$ cat src/hdl/mahd_pkg.sv
// Package for the MPEG audio header decoder: item types, field codes and lookup tables.
// No dependencies; every other file of the block imports it.
`timescale 1ns / 1ps
`default_nettype none

package mahd_pkg;

  localparam int HEADER_W = 32;

  // Reserved layer code after mapping.
  localparam logic [1:0] LAYER_RSV = 2'd0;
  // Version codes.
  localparam logic [1:0] VER_MPEG1  = 2'd1;
  localparam logic [1:0] VER_MPEG2  = 2'd2;
  localparam logic [1:0] VER_MPEG25 = 2'd3;
  // Channel mode for single channel.
  localparam logic [1:0] MODE_MONO = 2'd3;
  // Sample rate index that holds no rate.
  localparam logic [1:0] SR_RSV = 2'd3;

  localparam logic [10:0] SAMPLES_V1    = 11'd1152;
  localparam logic [10:0] SAMPLES_OTHER = 11'd576;

  // Frame length numerator width and reciprocal for the divide by 49.
  localparam int LEN_NUM_W   = 17;
  localparam int RECIP_W     = 18;
  localparam int PROD_W      = LEN_NUM_W + RECIP_W;
  localparam int DIV49_SHIFT = 23;
  localparam logic [RECIP_W-1:0] DIV49_RECIP = 18'd171197;

  // How the back end turns the numerator into a byte count.
  typedef enum logic [1:0] {
    LEN_ZERO,
    LEN_DIRECT,
    LEN_HALF,
    LEN_DIV49
  } mahd_len_t;

  // One classified header travelling from the front end to the back end.
  typedef struct packed {
    logic                 valid_res;
    logic [1:0]           version;
    logic [1:0]           layer;
    logic [8:0]           bitrate_kbps;
    logic [15:0]          samplerate_hz;
    logic [1:0]           channels;
    logic [10:0]          samples_per_frame;
    logic [4:0]           flag_bits;
    logic [1:0]           channel_mode;
    logic [1:0]           mode_extension;
    logic [1:0]           emphasis;
    logic                 pad;
    mahd_len_t            len_mode;
    logic [LEN_NUM_W-1:0] len_num;
  } mahd_item_t;

  // Bitrate tables: first row MPEG-1, second row MPEG-2 and MPEG-2.5; then layer 1..3.
  localparam logic [8:0] KBPS_TAB [2][3][16] = '{
    '{
      '{9'd0, 9'd32, 9'd64, 9'd96, 9'd128, 9'd160, 9'd192, 9'd224,
        9'd256, 9'd288, 9'd320, 9'd352, 9'd384, 9'd416, 9'd448, 9'd0},
      '{9'd0, 9'd32, 9'd48, 9'd56, 9'd64, 9'd80, 9'd96, 9'd112,
        9'd128, 9'd160, 9'd192, 9'd224, 9'd256, 9'd320, 9'd384, 9'd0},
      '{9'd0, 9'd32, 9'd40, 9'd48, 9'd56, 9'd64, 9'd80, 9'd96,
        9'd112, 9'd128, 9'd160, 9'd192, 9'd224, 9'd256, 9'd320, 9'd0}
    },
    '{
      '{9'd0, 9'd32, 9'd48, 9'd56, 9'd64, 9'd80, 9'd96, 9'd112,
        9'd128, 9'd144, 9'd160, 9'd176, 9'd192, 9'd224, 9'd256, 9'd0},
      '{9'd0, 9'd8, 9'd16, 9'd24, 9'd32, 9'd40, 9'd48, 9'd56,
        9'd64, 9'd80, 9'd96, 9'd112, 9'd128, 9'd144, 9'd160, 9'd0},
      '{9'd0, 9'd8, 9'd16, 9'd24, 9'd32, 9'd40, 9'd48, 9'd56,
        9'd64, 9'd80, 9'd96, 9'd112, 9'd128, 9'd144, 9'd160, 9'd0}
    }
  };

  localparam logic [15:0] HZ_TAB [3][4] = '{
    '{16'd44100, 16'd48000, 16'd32000, 16'd0},
    '{16'd22050, 16'd24000, 16'd16000, 16'd0},
    '{16'd11025, 16'd12000, 16'd8000,  16'd0}
  };

  function automatic logic [8:0] kbps_lookup(input logic [1:0] ver, input logic [1:0] lay,
                                             input logic [3:0] idx);
    logic       row;
    logic [1:0] col;
    row = (ver != VER_MPEG1);
    col = lay - 2'd1;
    if (lay == LAYER_RSV) begin
      return 9'd0;
    end
    return KBPS_TAB[row][col][idx];
  endfunction

  function automatic logic [15:0] hz_lookup(input logic [1:0] ver, input logic [1:0] sr);
    logic [15:0] hz;
    case (ver)
      VER_MPEG1:  hz = HZ_TAB[0][sr];
      VER_MPEG2:  hz = HZ_TAB[1][sr];
      VER_MPEG25: hz = HZ_TAB[2][sr];
      default:    hz = 16'd0;
    endcase
    return hz;
  endfunction

endpackage

`default_nettype wire

$ cat src/hdl/mpeg_audio_header_decoder_top.sv
// Top level of the MPEG audio header decoder: front end, queue and back end.
// Depends on mahd_pkg, mahd_front, mahd_queue and mahd_back.
//
//   channel   direction  handshake            payload
//   in_*      input      in_valid / in_stall  in_header_word (32 bits)
//   out_*     output     out_valid/out_stall  decoded header fields, frame_bytes
//
// One header word is taken per clock, and one result leaves per clock while out_stall
// stays low. The input transfer loads the front register; the item then passes through the
// queue slot, the reciprocal multiply for the divide by 49 and the result register, in
// that order. During an output stall the front end keeps taking headers until the queue
// and the front register are full, QUEUE_DEPTH + 3 items from empty. Reset empties all
// stages.
`timescale 1ns / 1ps
`default_nettype none

module mpeg_audio_header_decoder_top #(
  parameter int QUEUE_DEPTH = 4
) (
  input  wire logic        clk,
  input  wire logic        rst_n,
  // Header words in.
  input  wire logic        in_valid,
  output logic             in_stall,
  input  wire logic [31:0] in_header_word,
  // Decoded headers out.
  output logic             out_valid,
  input  wire logic        out_stall,
  output logic             out_valid_res,
  output logic [1:0]       out_version,
  output logic [1:0]       out_layer,
  output logic [8:0]       out_bitrate_kbps,
  output logic [15:0]      out_samplerate_hz,
  output logic [1:0]       out_channels,
  output logic [10:0]      out_samples_per_frame,
  output logic [11:0]      out_frame_bytes,
  output logic [4:0]       out_flag_bits,
  output logic [1:0]       out_channel_mode,
  output logic [1:0]       out_mode_extension,
  output logic [1:0]       out_emphasis
);
  import mahd_pkg::*;

  logic       front_valid, front_ready;
  mahd_item_t front_item;
  logic       queue_valid, back_ready;
  mahd_item_t queue_item;
  mahd_item_t res_item;

  // The front end unpacks the word and turns the frame length into a numerator plus a
  // divide mode, so the back end only multiplies, selects and adds the padding byte.
  mahd_front u_front (
    .clk          (clk),
    .rst_n        (rst_n),
    .hdr_valid_i  (in_valid),
    .hdr_stall_o  (in_stall),
    .hdr_word_i   (in_header_word),
    .item_valid_o (front_valid),
    .item_ready_i (front_ready),
    .item_o       (front_item)
  );

  // The queue decouples the two sides so that an output stall does not reach the input
  // until the queue is full.
  mahd_queue #(
    .DEPTH (QUEUE_DEPTH)
  ) u_queue (
    .clk        (clk),
    .rst_n      (rst_n),
    .wr_valid_i (front_valid),
    .wr_ready_o (front_ready),
    .wr_item_i  (front_item),
    .rd_valid_o (queue_valid),
    .rd_ready_i (back_ready),
    .rd_item_o  (queue_item)
  );

  // The back end holds the multiply stage and the output register.
  mahd_back u_back (
    .clk               (clk),
    .rst_n             (rst_n),
    .item_valid_i      (queue_valid),
    .item_ready_o      (back_ready),
    .item_i            (queue_item),
    .res_valid_o       (out_valid),
    .res_stall_i       (out_stall),
    .res_item_o        (res_item),
    .res_frame_bytes_o (out_frame_bytes)
  );

  assign out_valid_res         = res_item.valid_res;
  assign out_version           = res_item.version;
  assign out_layer             = res_item.layer;
  assign out_bitrate_kbps      = res_item.bitrate_kbps;
  assign out_samplerate_hz     = res_item.samplerate_hz;
  assign out_channels          = res_item.channels;
  assign out_samples_per_frame = res_item.samples_per_frame;
  assign out_flag_bits         = res_item.flag_bits;
  assign out_channel_mode      = res_item.channel_mode;
  assign out_mode_extension    = res_item.mode_extension;
  assign out_emphasis          = res_item.emphasis;

endmodule

`default_nettype wire

$ cat src/hdl/mahd_front.sv
// Front end of the MPEG audio header decoder: unpacks a header word, looks up the rates
// and classifies the frame length work. Depends on mahd_pkg.
`timescale 1ns / 1ps
`default_nettype none

module mahd_front (
  input  wire logic                       clk,
  input  wire logic                       rst_n,
  input  wire logic                       hdr_valid_i,
  output logic                            hdr_stall_o,
  input  wire logic [31:0]                hdr_word_i,
  output logic                            item_valid_o,
  input  wire logic                       item_ready_i,
  output mahd_pkg::mahd_item_t            item_o
);
  import mahd_pkg::*;

  logic       valid_r, valid_nxt;
  mahd_item_t item_r;
  mahd_item_t item_nxt;
  logic       take;

  logic [1:0]  ver;
  logic [1:0]  lay;
  logic [1:0]  sr_idx;
  logic [8:0]  kbps;
  logic [15:0] hz;
  logic [LEN_NUM_W-1:0] kx;
  logic [LEN_NUM_W-1:0] num_base;

  assign hdr_stall_o = valid_r && !item_ready_i;
  assign take        = hdr_valid_i && !hdr_stall_o;

  always_comb begin
    if (!hdr_word_i[20]) begin
      ver = VER_MPEG25;
    end else if (hdr_word_i[19]) begin
      ver = VER_MPEG1;
    end else begin
      ver = VER_MPEG2;
    end
    // Layer bits 11, 10, 01 map to 1, 2, 3; the two's complement does exactly that.
    lay    = 2'd0 - hdr_word_i[18:17];
    sr_idx = hdr_word_i[11:10];
    kbps   = kbps_lookup(ver, lay, hdr_word_i[15:12]);
    hz     = hz_lookup(ver, sr_idx);
    kx     = LEN_NUM_W'(kbps);

    // Bytes per frame reduce to kbps * 160/49, 3 or 9/2, doubled for MPEG-2.5.
    case (sr_idx)
      2'd0:    num_base = (kx << 7) + (kx << 5);
      2'd1:    num_base = (kx << 1) + kx;
      2'd2:    num_base = (kx << 3) + kx;
      default: num_base = '0;
    endcase

    item_nxt.valid_res         = (&hdr_word_i[31:21]) && (lay != LAYER_RSV) &&
                                 (kbps != 9'd0) && (hz != 16'd0);
    item_nxt.version           = ver;
    item_nxt.layer             = lay;
    item_nxt.bitrate_kbps      = kbps;
    item_nxt.samplerate_hz     = hz;
    item_nxt.channels          = (hdr_word_i[7:6] == MODE_MONO) ? 2'd1 : 2'd2;
    item_nxt.samples_per_frame = (ver == VER_MPEG1) ? SAMPLES_V1 : SAMPLES_OTHER;
    item_nxt.flag_bits         = {hdr_word_i[2], hdr_word_i[3], hdr_word_i[8],
                                  hdr_word_i[9], !hdr_word_i[16]};
    item_nxt.channel_mode      = hdr_word_i[7:6];
    item_nxt.mode_extension    = hdr_word_i[5:4];
    item_nxt.emphasis          = hdr_word_i[1:0];
    item_nxt.pad               = hdr_word_i[9];
    item_nxt.len_num           = (ver == VER_MPEG25) ? (num_base << 1) : num_base;
    case (sr_idx)
      2'd0:    item_nxt.len_mode = LEN_DIV49;
      2'd1:    item_nxt.len_mode = LEN_DIRECT;
      2'd2:    item_nxt.len_mode = LEN_HALF;
      default: item_nxt.len_mode = LEN_ZERO;
    endcase

    if (take) begin
      valid_nxt = 1'b1;
    end else if (item_ready_i) begin
      valid_nxt = 1'b0;
    end else begin
      valid_nxt = valid_r;
    end
  end

  always_ff @(posedge clk) begin
    if (!rst_n) begin
      valid_r <= 1'b0;
    end else begin
      valid_r <= valid_nxt;
    end
  end

  always_ff @(posedge clk) begin
    if (take) begin
      item_r <= item_nxt;
    end
  end

  assign item_valid_o = valid_r;
  assign item_o       = item_r;

endmodule

`default_nettype wire

$ cat src/hdl/mahd_queue.sv
// Short queue between the front and back ends of the MPEG audio header decoder.
// Holds classified items in flip-flops. Depends on mahd_pkg.
`timescale 1ns / 1ps
`default_nettype none

module mahd_queue #(
  parameter int DEPTH = 4
) (
  input  wire logic                 clk,
  input  wire logic                 rst_n,
  input  wire logic                 wr_valid_i,
  output logic                      wr_ready_o,
  input  wire mahd_pkg::mahd_item_t wr_item_i,
  output logic                      rd_valid_o,
  input  wire logic                 rd_ready_i,
  output mahd_pkg::mahd_item_t      rd_item_o
);
  import mahd_pkg::*;

  localparam int PTR_W = $clog2(DEPTH);
  localparam int CNT_W = $clog2(DEPTH + 1);
  localparam logic [PTR_W-1:0] LAST_PTR = PTR_W'(DEPTH - 1);
  localparam logic [CNT_W-1:0] FULL_CNT = CNT_W'(DEPTH);

  mahd_item_t       slot_r [DEPTH];
  logic [PTR_W-1:0] wr_ptr_r, wr_ptr_nxt;
  logic [PTR_W-1:0] rd_ptr_r, rd_ptr_nxt;
  logic [CNT_W-1:0] count_r, count_nxt;
  logic             push, pop;

  assign wr_ready_o = (count_r != FULL_CNT);
  assign rd_valid_o = (count_r != '0);
  assign rd_item_o  = slot_r[rd_ptr_r];
  assign push       = wr_valid_i && wr_ready_o;
  assign pop        = rd_valid_o && rd_ready_i;

  always_comb begin
    wr_ptr_nxt = wr_ptr_r;
    rd_ptr_nxt = rd_ptr_r;
    count_nxt  = count_r;
    if (push) begin
      wr_ptr_nxt = (wr_ptr_r == LAST_PTR) ? '0 : wr_ptr_r + 1'b1;
    end
    if (pop) begin
      rd_ptr_nxt = (rd_ptr_r == LAST_PTR) ? '0 : rd_ptr_r + 1'b1;
    end
    if (push && !pop) begin
      count_nxt = count_r + 1'b1;
    end else if (pop && !push) begin
      count_nxt = count_r - 1'b1;
    end
  end

  always_ff @(posedge clk) begin
    if (!rst_n) begin
      wr_ptr_r <= '0;
      rd_ptr_r <= '0;
      count_r  <= '0;
    end else begin
      wr_ptr_r <= wr_ptr_nxt;
      rd_ptr_r <= rd_ptr_nxt;
      count_r  <= count_nxt;
    end
  end

  always_ff @(posedge clk) begin
    if (push) begin
      slot_r[wr_ptr_r] <= wr_item_i;
    end
  end

  a_count_bound: assert property (@(posedge clk) disable iff (!rst_n)
    count_r <= FULL_CNT)
    else $error("queue count beyond depth");

  a_push_grows: assert property (@(posedge clk) disable iff (!rst_n)
    push && !pop |=> count_r == $past(count_r) + 1'b1)
    else $error("queue count did not grow on push");

  a_pop_shrinks: assert property (@(posedge clk) disable iff (!rst_n)
    pop && !push |=> count_r == $past(count_r) - 1'b1)
    else $error("queue count did not shrink on pop");

endmodule

`default_nettype wire

$ cat src/hdl/mahd_back.sv
// Back end of the MPEG audio header decoder: frame length arithmetic and the result register.
// Depends on mahd_pkg.
`timescale 1ns / 1ps
`default_nettype none

module mahd_back (
  input  wire logic                 clk,
  input  wire logic                 rst_n,
  input  wire logic                 item_valid_i,
  output logic                      item_ready_o,
  input  wire mahd_pkg::mahd_item_t item_i,
  output logic                      res_valid_o,
  input  wire logic                 res_stall_i,
  output mahd_pkg::mahd_item_t      res_item_o,
  output logic [11:0]               res_frame_bytes_o
);
  import mahd_pkg::*;

  // Multiply stage.
  logic              mul_valid_r, mul_valid_nxt;
  mahd_item_t        mul_item_r;
  logic [PROD_W-1:0] mul_prod_r;
  logic              mul_ready;
  logic              mul_take;

  // Result stage.
  logic              res_valid_r, res_valid_nxt;
  mahd_item_t        res_item_r;
  logic [11:0]       res_bytes_r, res_bytes_nxt;
  logic              res_ready;
  logic [11:0]       len_base;

  assign res_ready    = !res_valid_r || !res_stall_i;
  assign mul_ready    = !mul_valid_r || res_ready;
  assign item_ready_o = mul_ready;
  assign mul_take     = item_valid_i && mul_ready;

  always_comb begin
    if (mul_take) begin
      mul_valid_nxt = 1'b1;
    end else if (res_ready) begin
      mul_valid_nxt = 1'b0;
    end else begin
      mul_valid_nxt = mul_valid_r;
    end

    if (mul_valid_r && res_ready) begin
      res_valid_nxt = 1'b1;
    end else if (!res_stall_i) begin
      res_valid_nxt = 1'b0;
    end else begin
      res_valid_nxt = res_valid_r;
    end

    case (mul_item_r.len_mode)
      LEN_DIRECT: len_base = mul_item_r.len_num[11:0];
      LEN_HALF:   len_base = mul_item_r.len_num[12:1];
      LEN_DIV49:  len_base = mul_prod_r[DIV49_SHIFT +: 12];
      default:    len_base = 12'd0;
    endcase
    if (mul_item_r.len_mode == LEN_ZERO) begin
      res_bytes_nxt = 12'd0;
    end else begin
      res_bytes_nxt = len_base + {11'd0, mul_item_r.pad};
    end
  end

  always_ff @(posedge clk) begin
    if (!rst_n) begin
      mul_valid_r <= 1'b0;
      res_valid_r <= 1'b0;
    end else begin
      mul_valid_r <= mul_valid_nxt;
      res_valid_r <= res_valid_nxt;
    end
  end

  always_ff @(posedge clk) begin
    if (mul_take) begin
      mul_item_r <= item_i;
      mul_prod_r <= PROD_W'(item_i.len_num) * PROD_W'(DIV49_RECIP);
    end
    if (mul_valid_r && res_ready) begin
      res_item_r  <= mul_item_r;
      res_bytes_r <= res_bytes_nxt;
    end
  end

  assign res_valid_o       = res_valid_r;
  assign res_item_o        = res_item_r;
  assign res_frame_bytes_o = res_bytes_r;

  a_ok_has_rates: assert property (@(posedge clk) disable iff (!rst_n)
    res_valid_r && res_item_r.valid_res |->
      res_item_r.bitrate_kbps != 9'd0 && res_item_r.samplerate_hz != 16'd0 &&
      res_item_r.layer != LAYER_RSV)
    else $error("header marked valid without rates");

  a_no_rate_no_bytes: assert property (@(posedge clk) disable iff (!rst_n)
    res_valid_r && res_item_r.samplerate_hz == 16'd0 |-> res_bytes_r == 12'd0)
    else $error("frame length nonzero without sample rate");

  a_stage_advance: assert property (@(posedge clk) disable iff (!rst_n)
    mul_valid_r && res_ready |=> res_valid_r)
    else $error("multiply stage result lost");

endmodule

`default_nettype wire
$ cat config.mk
export PLATFORM = sky130hd
export DESIGN_NAME = mpeg_audio_header_decoder_top
export DESIGN_NICKNAME = d
export VERILOG_FILES = /design/src/hdl/mahd_pkg.sv /design/src/hdl/mpeg_audio_header_decoder_top.sv /design/src/hdl/mahd_front.sv /design/src/hdl/mahd_queue.sv /design/src/hdl/mahd_back.sv
export SDC_FILE = /design/constraint.sdc
export NUM_CORES = 1
export LEC_CHECK = 0
export BUFFER_PORTS_ARGS = -buffer_cell sky130_fd_sc_hd__buf_2
export CORE_AREA = 2 2 204 206
export DETAILED_ROUTE_END_ITERATION = 7
export DIE_AREA = 0 0 206 208
export GPL_TIMING_DRIVEN = 0
export HOLD_SLACK_MARGIN = 0.12
export PLACE_DENSITY = 0.73
export SLEW_MARGIN = 20
export SYNTH_ARGS = -nofsm -noshare
export SYNTH_HDL_FRONTEND = slang
export SYNTH_SLANG_ARGS = --single-unit
export TNS_END_PERCENT = 5
$ cat constraint.sdc
create_clock -name clk -period 8.08 [get_ports clk]
set_input_delay 0.404 -clock clk [delete_from_list [all_inputs] [get_ports clk]]
set_output_delay 0.404 -clock clk [all_outputs]
set_load 0.01 [all_outputs]
==> results of run 1 <==
-- layer usage --
metal,up-vias,wire length (µm),global-route usage
met5,-,11,0
met4,2,977,0.0530
met3,70,1920,0.0321
met2,263,20700,0.335
met1,5921,17100,0.265
li1,5497,-,-
-- critical path: cells and delay by family (launching register included) --
kind                     cells  cell delay [ns]
buffers and inverters        6             1.34
multiplexers                 1             0.55
adder cells (fa/ha/maj)      7             3.61
AND/OR/NAND/NOR              3             0.63
AO/OA/AOI/OAI                4             0.78
flip-flops                   1             0.31
-- cells in the final DEF, fill, tap and decap left out, types with 18 or more instances in the layout --
cell and count:
nand2_1 51, conb_1 30, buf_2 100, ha_1 183, clkbuf_16 40, clkbuf_1 22, xnor2_1 20, edfxtp_1 389
nor2_1 41, o21ai_0 32, nand3_1 18, mux4_2 56, inv_1 180, a21oi_1 53, fa_1 99
-- cell type report --
class,instances,area [µm²]
Fill cell,3084,16400
Clock buffer,50,1040
Buffer,53,295
Timing Repair Buffer,110,851
Clock inverter,21,176
Tap cell,532,666
Multi-Input combinational cell,803,8500
Inverter,183,687
Sequential cell,401,11900
-- worst min-delay path by stage --
| stage | startpoint | cells after the start | endpoint | slack (ns) |
|---|---|---|---|---|
| floorplan | u_back.mul_item_r[20] | 0 | u_back.res_item_o[20] | 0.40 |
| global placement | u_back.mul_item_r[22] | 0 | u_back.res_item_o[22] | 0.40 |
| detailed placement | u_back.mul_item_r[55] | 0 | u_back.res_item_o[55] | 0.40 |
| CTS | rst_n | 2 | u_front.item_valid_o | 0.17 |
| global route | rst_n | 2 | u_front.item_valid_o | 0.19 |
| finish | rst_n | 2 | u_front.item_valid_o | 0.18 |
-- cells by family (layout without fill, tap and decap cells) --
logic type,count (synthesis),after routing,share of synthesized area
flops,401,401,0.561
fa+ha+maj,282,282,0.201
buf+inv,237,417,0.0463
simple gates,192,192,0.0459
compound gates,189,189,0.0618
mux,75,75,0.0687
xor+xnor,35,35,0.0151
other cells,2,30,0.000353
-- what timing repair did --
item,in CTS,in global routing
hold endpoints to repair,12,0
hold buffers,12,0
endpoints found under the setup margin,0,6
setup buffers,0,0
gates resized for setup,0,2
-- per-stage QoR --
stage          std cells   util  worst slack (ns)  hold WS (ns)  area [µm²]
6_report            2153  0.595             0.592         0.183       24100
5_1_grt             2153  0.595             0.207         0.191       24100
4_1_cts             2154  0.595             0.274         0.166       24100
3_5_place_dp        2071  0.562             0.302         0.405       22800
3_3_place_gp        2060  0.554            -0.139         0.400       22500
2_1_floorplan       1441      -              1.28         0.400       21400
-- state kept, by name, indices dropped and copies added (netlist names), named ones only --
register                  count
u_back.mul_item_r            51
u_queue.count_r               3
u_back.mul_valid_r            1
u_back.res_item_o            39
u_back.res_valid_o            1
u_queue.rd_ptr_r              2
u_queue.wr_ptr_r              2
u_back.res_frame_bytes_o     12
u_front.item_o               55
u_queue.slot_r              220
u_back.mul_prod_r            12
u_front.item_valid_o          1
==> metrics.txt, run 1 <==
largest stage delay on the critical path 0.65 ns; DRT antenna net count 0; yosys warns 0; slowest CP cell fa_1; CTS tree yes; Post-route DRC 0; most frequent cell after synthesis edfxtp_1; Worst Path Arrival 7.77 ns; io pins 104; largest net degree at the start of global routing 44; R2R depth 21; R2R setup slack 0.59 ns; Clock Latency Late Sink 0.53 ns; Crit Path Class reg2reg; ant diodes 0; Synth Flop Type edfxtp_1; Yosys top cell area share 0.550; Avg WL per Cell 18.9 µm; antenna violations before repair 1; final period utilization 0.927; vias 11800; final hold violation count 0; Syn Area/Cell 15.0 µm²; worst rel slew slack 0.305; vias per cell 5.46; Most Frequent Cell on Critical Path fa_1; layout cells sized above 1 0.170; Slew @ Worst Pin 1.03 ns; TritonRoute pass-1 iters 5; vias in the first global route 12300; CP max FO 10; CP cell instances clkbuf_1 -> buf_1 -> mux4_2 -> fa_1 -> inv_1 -> fa_1 -> inv_1 -> fa_1 -> fa_1 -> fa_1 -> inv_1 -> fa_1 -> inv_1 -> ha_1 -> and3_1 -> and2_1 -> o211ai_1 -> and3_1 -> o31ai_1 -> o21ai_0 -> o31a_1; Worst EP required 8.36 ns; status finished clean; CTS max path bufs 3; Setup crit end u_back.mul_prod_r[28]; post-synth cell types 83; synthesized area 21300 µm²; DIE AREA 42800 µm²; RePlAce Congestion 0.875; DP Wirelength 29100 µm; global-route usage over all layers 0.198; gr ovfl total 0; Slew Viols, Final 0; Final Skew 0.0104 ns; Synth area leader edfxtp_1; register area share after synthesis 0.561; Max Fclk 0.134 GHz; # setup viols final 0; setup TNS 0 ns; Setup crit start kind flip-flop; Row Count 74; Starting Density 0.524; synth-to-layout area growth 13.5%; Routed WL 40700 µm; Synth Instances 1413; top cells by count, synth 389 x edfxtp_1, 183 x ha_1, 180 x inv_1, 99 x fa_1, 56 x mux4_2; Synth area leaders edfxtp_1 55%, ha_1 11%, fa_1 9.3%, mux4_2 5.9%, inv_1 3.2%; Die Width 206 µm; CTS sink cnt 401; Port Buffers 87; Yosys reg bits 401; Core ar. 40600 µm²; Die Y 208 µm; Worst R2R End u_back.mul_prod_r[28]; number of synthesized flops with an enable pin 389; RSZ-0062 raised after global routing false; total CTS buffers 40; global-route wire length before repair 65900 µm; clk slew on worst S/H paths 0.06 ns; Final #Nets 1910; Clock Tree Root clkbuf_16; min Tclk post-route 7.49 ns; HP Class in2reg; CP endpoint kind flip-flop; First DRT Iteration DRCs 869; asr flop ratio synth 0; max_cap viols 0; H-tree levels 2
Power of run 1 is not shown: default switching activity piles up to over one toggle a cycle in this logic, so the estimate is an artifact.
==> run 2, diff against run 1 <==
CORE_AREA = 2 2 183 229   (was 2 2 204 206)
CTS_CLUSTER_SIZE = 30   (was unset)
DIE_AREA = 0 0 185 231   (was 0 0 206 208)
==> run 2 against run 1 <==
Cell area barely moved. Global-route usage rose by 0.48 points. Hold slack improved by 0.012 ns. Core utilization fell by 0.26 points. First-iteration DRC count fell by 11%. Largest cell class unchanged. Highest routed layer is now met4.
==> metrics.txt, run 2 (synthesis results as in run 1) <==
Post-route DRC 0 (unchanged); Setup crit start kind flip-flop; CTS sink cnt 401 (unchanged); gr ovfl total 0 (unchanged); final period utilization 0.937 (+0.00992); Slew @ Worst Pin 1.11 ns (+0.0798 ns); CTS max path bufs 3 (unchanged); largest net degree at the start of global routing 47 (+6.8%); DRT antenna net count 0 (unchanged); DP Wirelength 29600 µm (+2.0%); max_cap viols 0 (unchanged); Top reg by flops u_queue.slot_r; ant diodes 0 (unchanged); setup TNS 0 ns (unchanged); DIE AREA 42700 µm² (-0.26%); global-route wire length before repair 66400 µm (+0.84%); commonest cells after routing, fill and taps aside 389 x edfxtp_1, 183 x ha_1, 180 x inv_1; max reg flops 220 (unchanged); H-tree levels 2 (unchanged); Core ar. 40700 µm² (+0.38%); total setup buffers inserted after CTS 0 (unchanged); vias per cell 5.44 (-0.36%); # setup viols final 0 (unchanged); Slew Viols, Final 0 (unchanged); TritonRoute pass-1 iters 5 (unchanged); antenna violations before repair 0 (-1); Max Fclk 0.132 GHz (-1.1%); RePlAce Congestion 0.881 (+0.69%); total CTS buffers 39 (-2.5%); CP max FO 10 (unchanged); CTS tree yes; Port Buffers 87 (unchanged); vias 11800 (+0.56%); final hold violation count 0 (unchanged); Row Count 83 (+12%); HP Class in2reg; Final Skew 0.0176 ns (+0.00721 ns); First DRT Iteration DRCs 771 (-11%); Avg WL per Cell 19.1 µm (+1.0%); RSZ-0062 raised after global routing false; Routed WL 41500 µm (+1.9%); synth-to-layout area growth 13.5% (about the same); worst rel slew slack 0.251 (-0.0537); Worst Path Arrival 7.87 ns (+0.10 ns); Starting Density 0.522 (-0.00200); Final #Nets 1910 (unchanged); Clock Latency Late Sink 0.54 ns (about the same); status finished clean; Crit Path Class reg2reg; Worst EP required 8.38 ns (+0.02 ns); CP endpoint kind flip-flop; global-route usage over all layers 0.202 (+0.00475); layout cells sized above 1 0.168 (-0.00123); min Tclk post-route 7.57 ns (+0.0801 ns); most common cell after layout, fill and taps aside edfxtp_1; Clock Tree Root clkbuf_16; vias in the first global route 12400 (+1.0%); Die Y 231 µm (+11%); io pins 104 (unchanged); Die Width 185 µm (-10%); clk slew on worst S/H paths 0.07 ns (about the same)
## run 2: worst max-delay path, stage by stage, from the launching register on
cell and delay [ns]:
dfxtp_1 0.30, clkbuf_1 0.58, buf_2 0.49, mux4_2 0.70
fa_1 0.63, inv_1 0.10, fa_1 0.54, inv_1 0.05
fa_1 0.51, fa_1 0.54, fa_1 0.55, inv_1 0.06
fa_1 0.52, inv_1 0.04, ha_1 0.28, and3_1 0.19
and2_1 0.16, o211ai_1 0.08, and3_1 0.28, o31ai_1 0.40
o21ai_0 0.17, o31a_1 0.13
## run 2: timing repair
item	in CTS	in global routing
hold endpoints to repair	12	0
endpoints found under the setup margin	0	5
gates resized for setup	0	2
hold buffers	12	0
## run 2: per-stage QoR
step	area (µm²)	hold slack [ns]	utilization	setup slack (ns)	instances
after detailed placement	22800	0.405	0.561	0.218	2091
after global placement	22500	0.402	0.552	0.154	2080
after CTS	24100	0.173	0.592	0.208	2173
after floorplan	21400	0.400	-	1.28	1441
final	24100	0.195	0.592	0.512	2173
after global routing	24100	0.198	0.592	0.0740	2173
## run 2: layout make-up
cell class | count | area, µm²
clock inverters | 22 | 170
plain buffers | 54 | 299
clock buffers | 48 | 1010
inverters | 183 | 687
repair buffers | 110 | 843
multi-input cells | 803 | 8500
well taps | 552 | 691
flip-flops and latches | 401 | 11900
fillers | 3116 | 16600
## run 2: worst paths after layout
kind / start / to / slack (ns) / cells after the start
min: rst_n / u_front.item_valid_o / 0.20 / 2
min reg2reg: u_back.mul_item_r[45] / u_back.res_item_o[45] / 0.41 / 0
max: flip-flop / u_back.mul_prod_r[28] / 0.51 / 21
max reg2reg: flip-flop / u_back.mul_prod_r[28] / 0.51 / 21
## run 2: routing by layer
| metal | track usage | vias to the layer above | routed length, µm |
|---|---|---|---|
| met5 | 0 | - | 0 |
| met4 | 0.0794 | 0 | 1540 |
| met3 | 0.0208 | 99 | 1250 |
| met2 | 0.372 | 280 | 22300 |
| met1 | 0.242 | 5954 | 16400 |
| li1 | - | 5486 | - |
Power of run 2 is left out for the same reason.
==> run 3, diff against run 2 <==
PLACE_DENSITY = 0.76   (was 0.73)
clock period = 6.2 ns   (was 8.08 ns; I/O delays follow)
==> run 3 against run 2 <==
The run now ends with negative setup slack left. Clock-buffer cell count unchanged. Sequential cell count unchanged. Critical path depth unchanged. Maximum frequency up 21%. Non-clock buffer count up 41. Cell area up 3.5%. Core utilization up 2.1 points.
==> metrics.txt, run 3 (synthesis results as in run 1) <==
max_cap viols 0 (unchanged); Starting Density 0.522 (unchanged); vias in the first global route 12900 (+4.3%); CP endpoint kind flip-flop; worst hold slack 0.154 ns (-0.0415 ns); synth-to-layout area growth 17.4%; Post-route DRC 0 (unchanged); Routed WL 46600 µm (+12%); final hold violation count 0 (unchanged); CTS tree yes; Die Y 231 µm (unchanged); CTS max path bufs 3 (unchanged); Avg WL per Cell 21.0 µm (+10%); DIE AREA 42700 µm² (unchanged); status finished with violations; largest net degree at the start of global routing 46 (-2.1%); DP Wirelength 29900 µm (+0.86%); Core ar. 40700 µm² (unchanged); failing checks negative setup slack; Clock Latency Late Sink 0.55 ns (about the same); HP Class in2reg; Worst EP required 6.58 ns (-1.80 ns); vias 12300 (+3.9%); Slew Viols, Final 0 (unchanged); clk slew on worst S/H paths 0.06 ns (about the same); Row Count 83 (unchanged); min Tclk post-route 6.28 ns (-1.29 ns); Worst Path Arrival 6.66 ns (-1.21 ns); Die Width 185 µm (unchanged); final period utilization 1.01 (+0.0761); Crit Path Class reg2reg; CP max FO 8 (-2); Port Buffers 87 (unchanged); layout cells sized above 1 0.214 (+0.0457); TritonRoute pass-1 iters 7 (+2); commonest cells after routing, fill and taps aside 389 x edfxtp_1, 176 x inv_1, 172 x ha_1; total CTS buffers 39 (unchanged); Final Skew 0.0140 ns (-0.00362 ns); H-tree levels 2 (unchanged); ant diodes 0 (unchanged); worst rel slew slack 0.302 (+0.0509); First DRT Iteration DRCs 888 (+15%); Top reg by flops u_queue.slot_r; DRT antenna net count 0 (unchanged); vias per cell 5.54 (+1.9%); Slew @ Worst Pin 1.04 ns (-0.0757 ns); Clock Tree Root clkbuf_16; Final #Nets 1951 (+2.1%); gr ovfl total 0 (unchanged); Setup WS post-layout -0.0792 ns (-0.591 ns); antenna violations before repair 0 (unchanged); # setup viols final 5 (+5); CTS sink cnt 401 (unchanged); global-route usage over all layers 0.227 (+0.0251); post-layout utilization of the core 0.613 (+0.0206); io pins 104 (unchanged); Setup crit start kind flip-flop; most common cell after layout, fill and taps aside edfxtp_1; Max Fclk 0.159 GHz (+21%); RSZ-0062 raised after global routing true; DP Worst Slack -0.968 ns (-1.19 ns); Fill cells 2974 (-4.6%); max reg flops 220 (unchanged); RePlAce Congestion 0.850 (-3.5%); global-route wire length before repair 73400 µm (+10%)
run 3: path summary, 6_finish.rpt:
kind              cells after the start             startpoint  slack, ns                    end
hold / removal                        2     in_header_word[11]       0.15     u_front.item_o[59]
setup reg to reg                     21              flip-flop      -0.08  u_back.mul_prod_r[34]
setup / recovery                     21              flip-flop      -0.08  u_back.mul_prod_r[34]
hold reg to reg                       0  u_back.mul_item_r[46]       0.42  u_back.res_item_o[46]
run 3: per-layer routing:
layer,GRT usage,routed length (µm),vias to the layer above
li1,-,-,5573
met1,0.267,17300,6186
met2,0.415,25300,415
met3,0.0289,2080,107
met4,0.0987,1860,0
met5,0,0,-
run 3: area by class of cell:
class,count,area (µm²),area share
plain buffers,54,367,0.0147
clock inverters,23,369,0.0148
clock buffers,48,1010,0.0405
inverters,183,687,0.0275
multi-input cells,803,8690,0.348
repair buffers,151,1220,0.0488
flip-flops and latches,401,11900,0.478
well taps,552,691,0.0277
run 3: worst max-delay path, stage by stage, from the launching register on:
cell and delay (ns):
dfxtp_2 0.33, clkbuf_16 0.15, buf_12 0.13, mux4_2 0.57, buf_4 0.22, fa_1 0.40
ha_1 0.21, nand2b_1 0.19, fa_1 0.53, inv_1 0.06, fa_1 0.53, inv_1 0.05
fa_1 0.50, fa_1 0.45, ha_1 0.25, a211oi_2 0.27, nor2_2 0.11, a2111oi_2 0.23
and3_4 0.29, o211ai_1 0.14, a2111o_1 0.41, o211ai_1 0.10
run 3: repair_timing:
item                                    in CTS  in global routing
gates cloned                                 0                  0
endpoints found under the setup margin      12                 11
endpoints found under the hold margin       26                  0
buffers inserted                            36                  1
resized for setup                           41                  5
hold buffers                                16                  0
pin swaps                                   20                  2
run 3: stage by stage:
| step | std cells | instance area [µm²] | TNS, ns |
|---|---|---|---|
| floorplan | 1441 | 21400 | 0 |
| CTS | 2214 | 24900 | -0.0747 |
| global placement | 2080 | 22600 | -120.84 |
| detailed placement | 2091 | 22900 | -8.50 |
| global route | 2215 | 25000 | -1.64 |
| finish | 2215 | 25000 | -0.194 |
Power of run 3 is left out for the same reason.
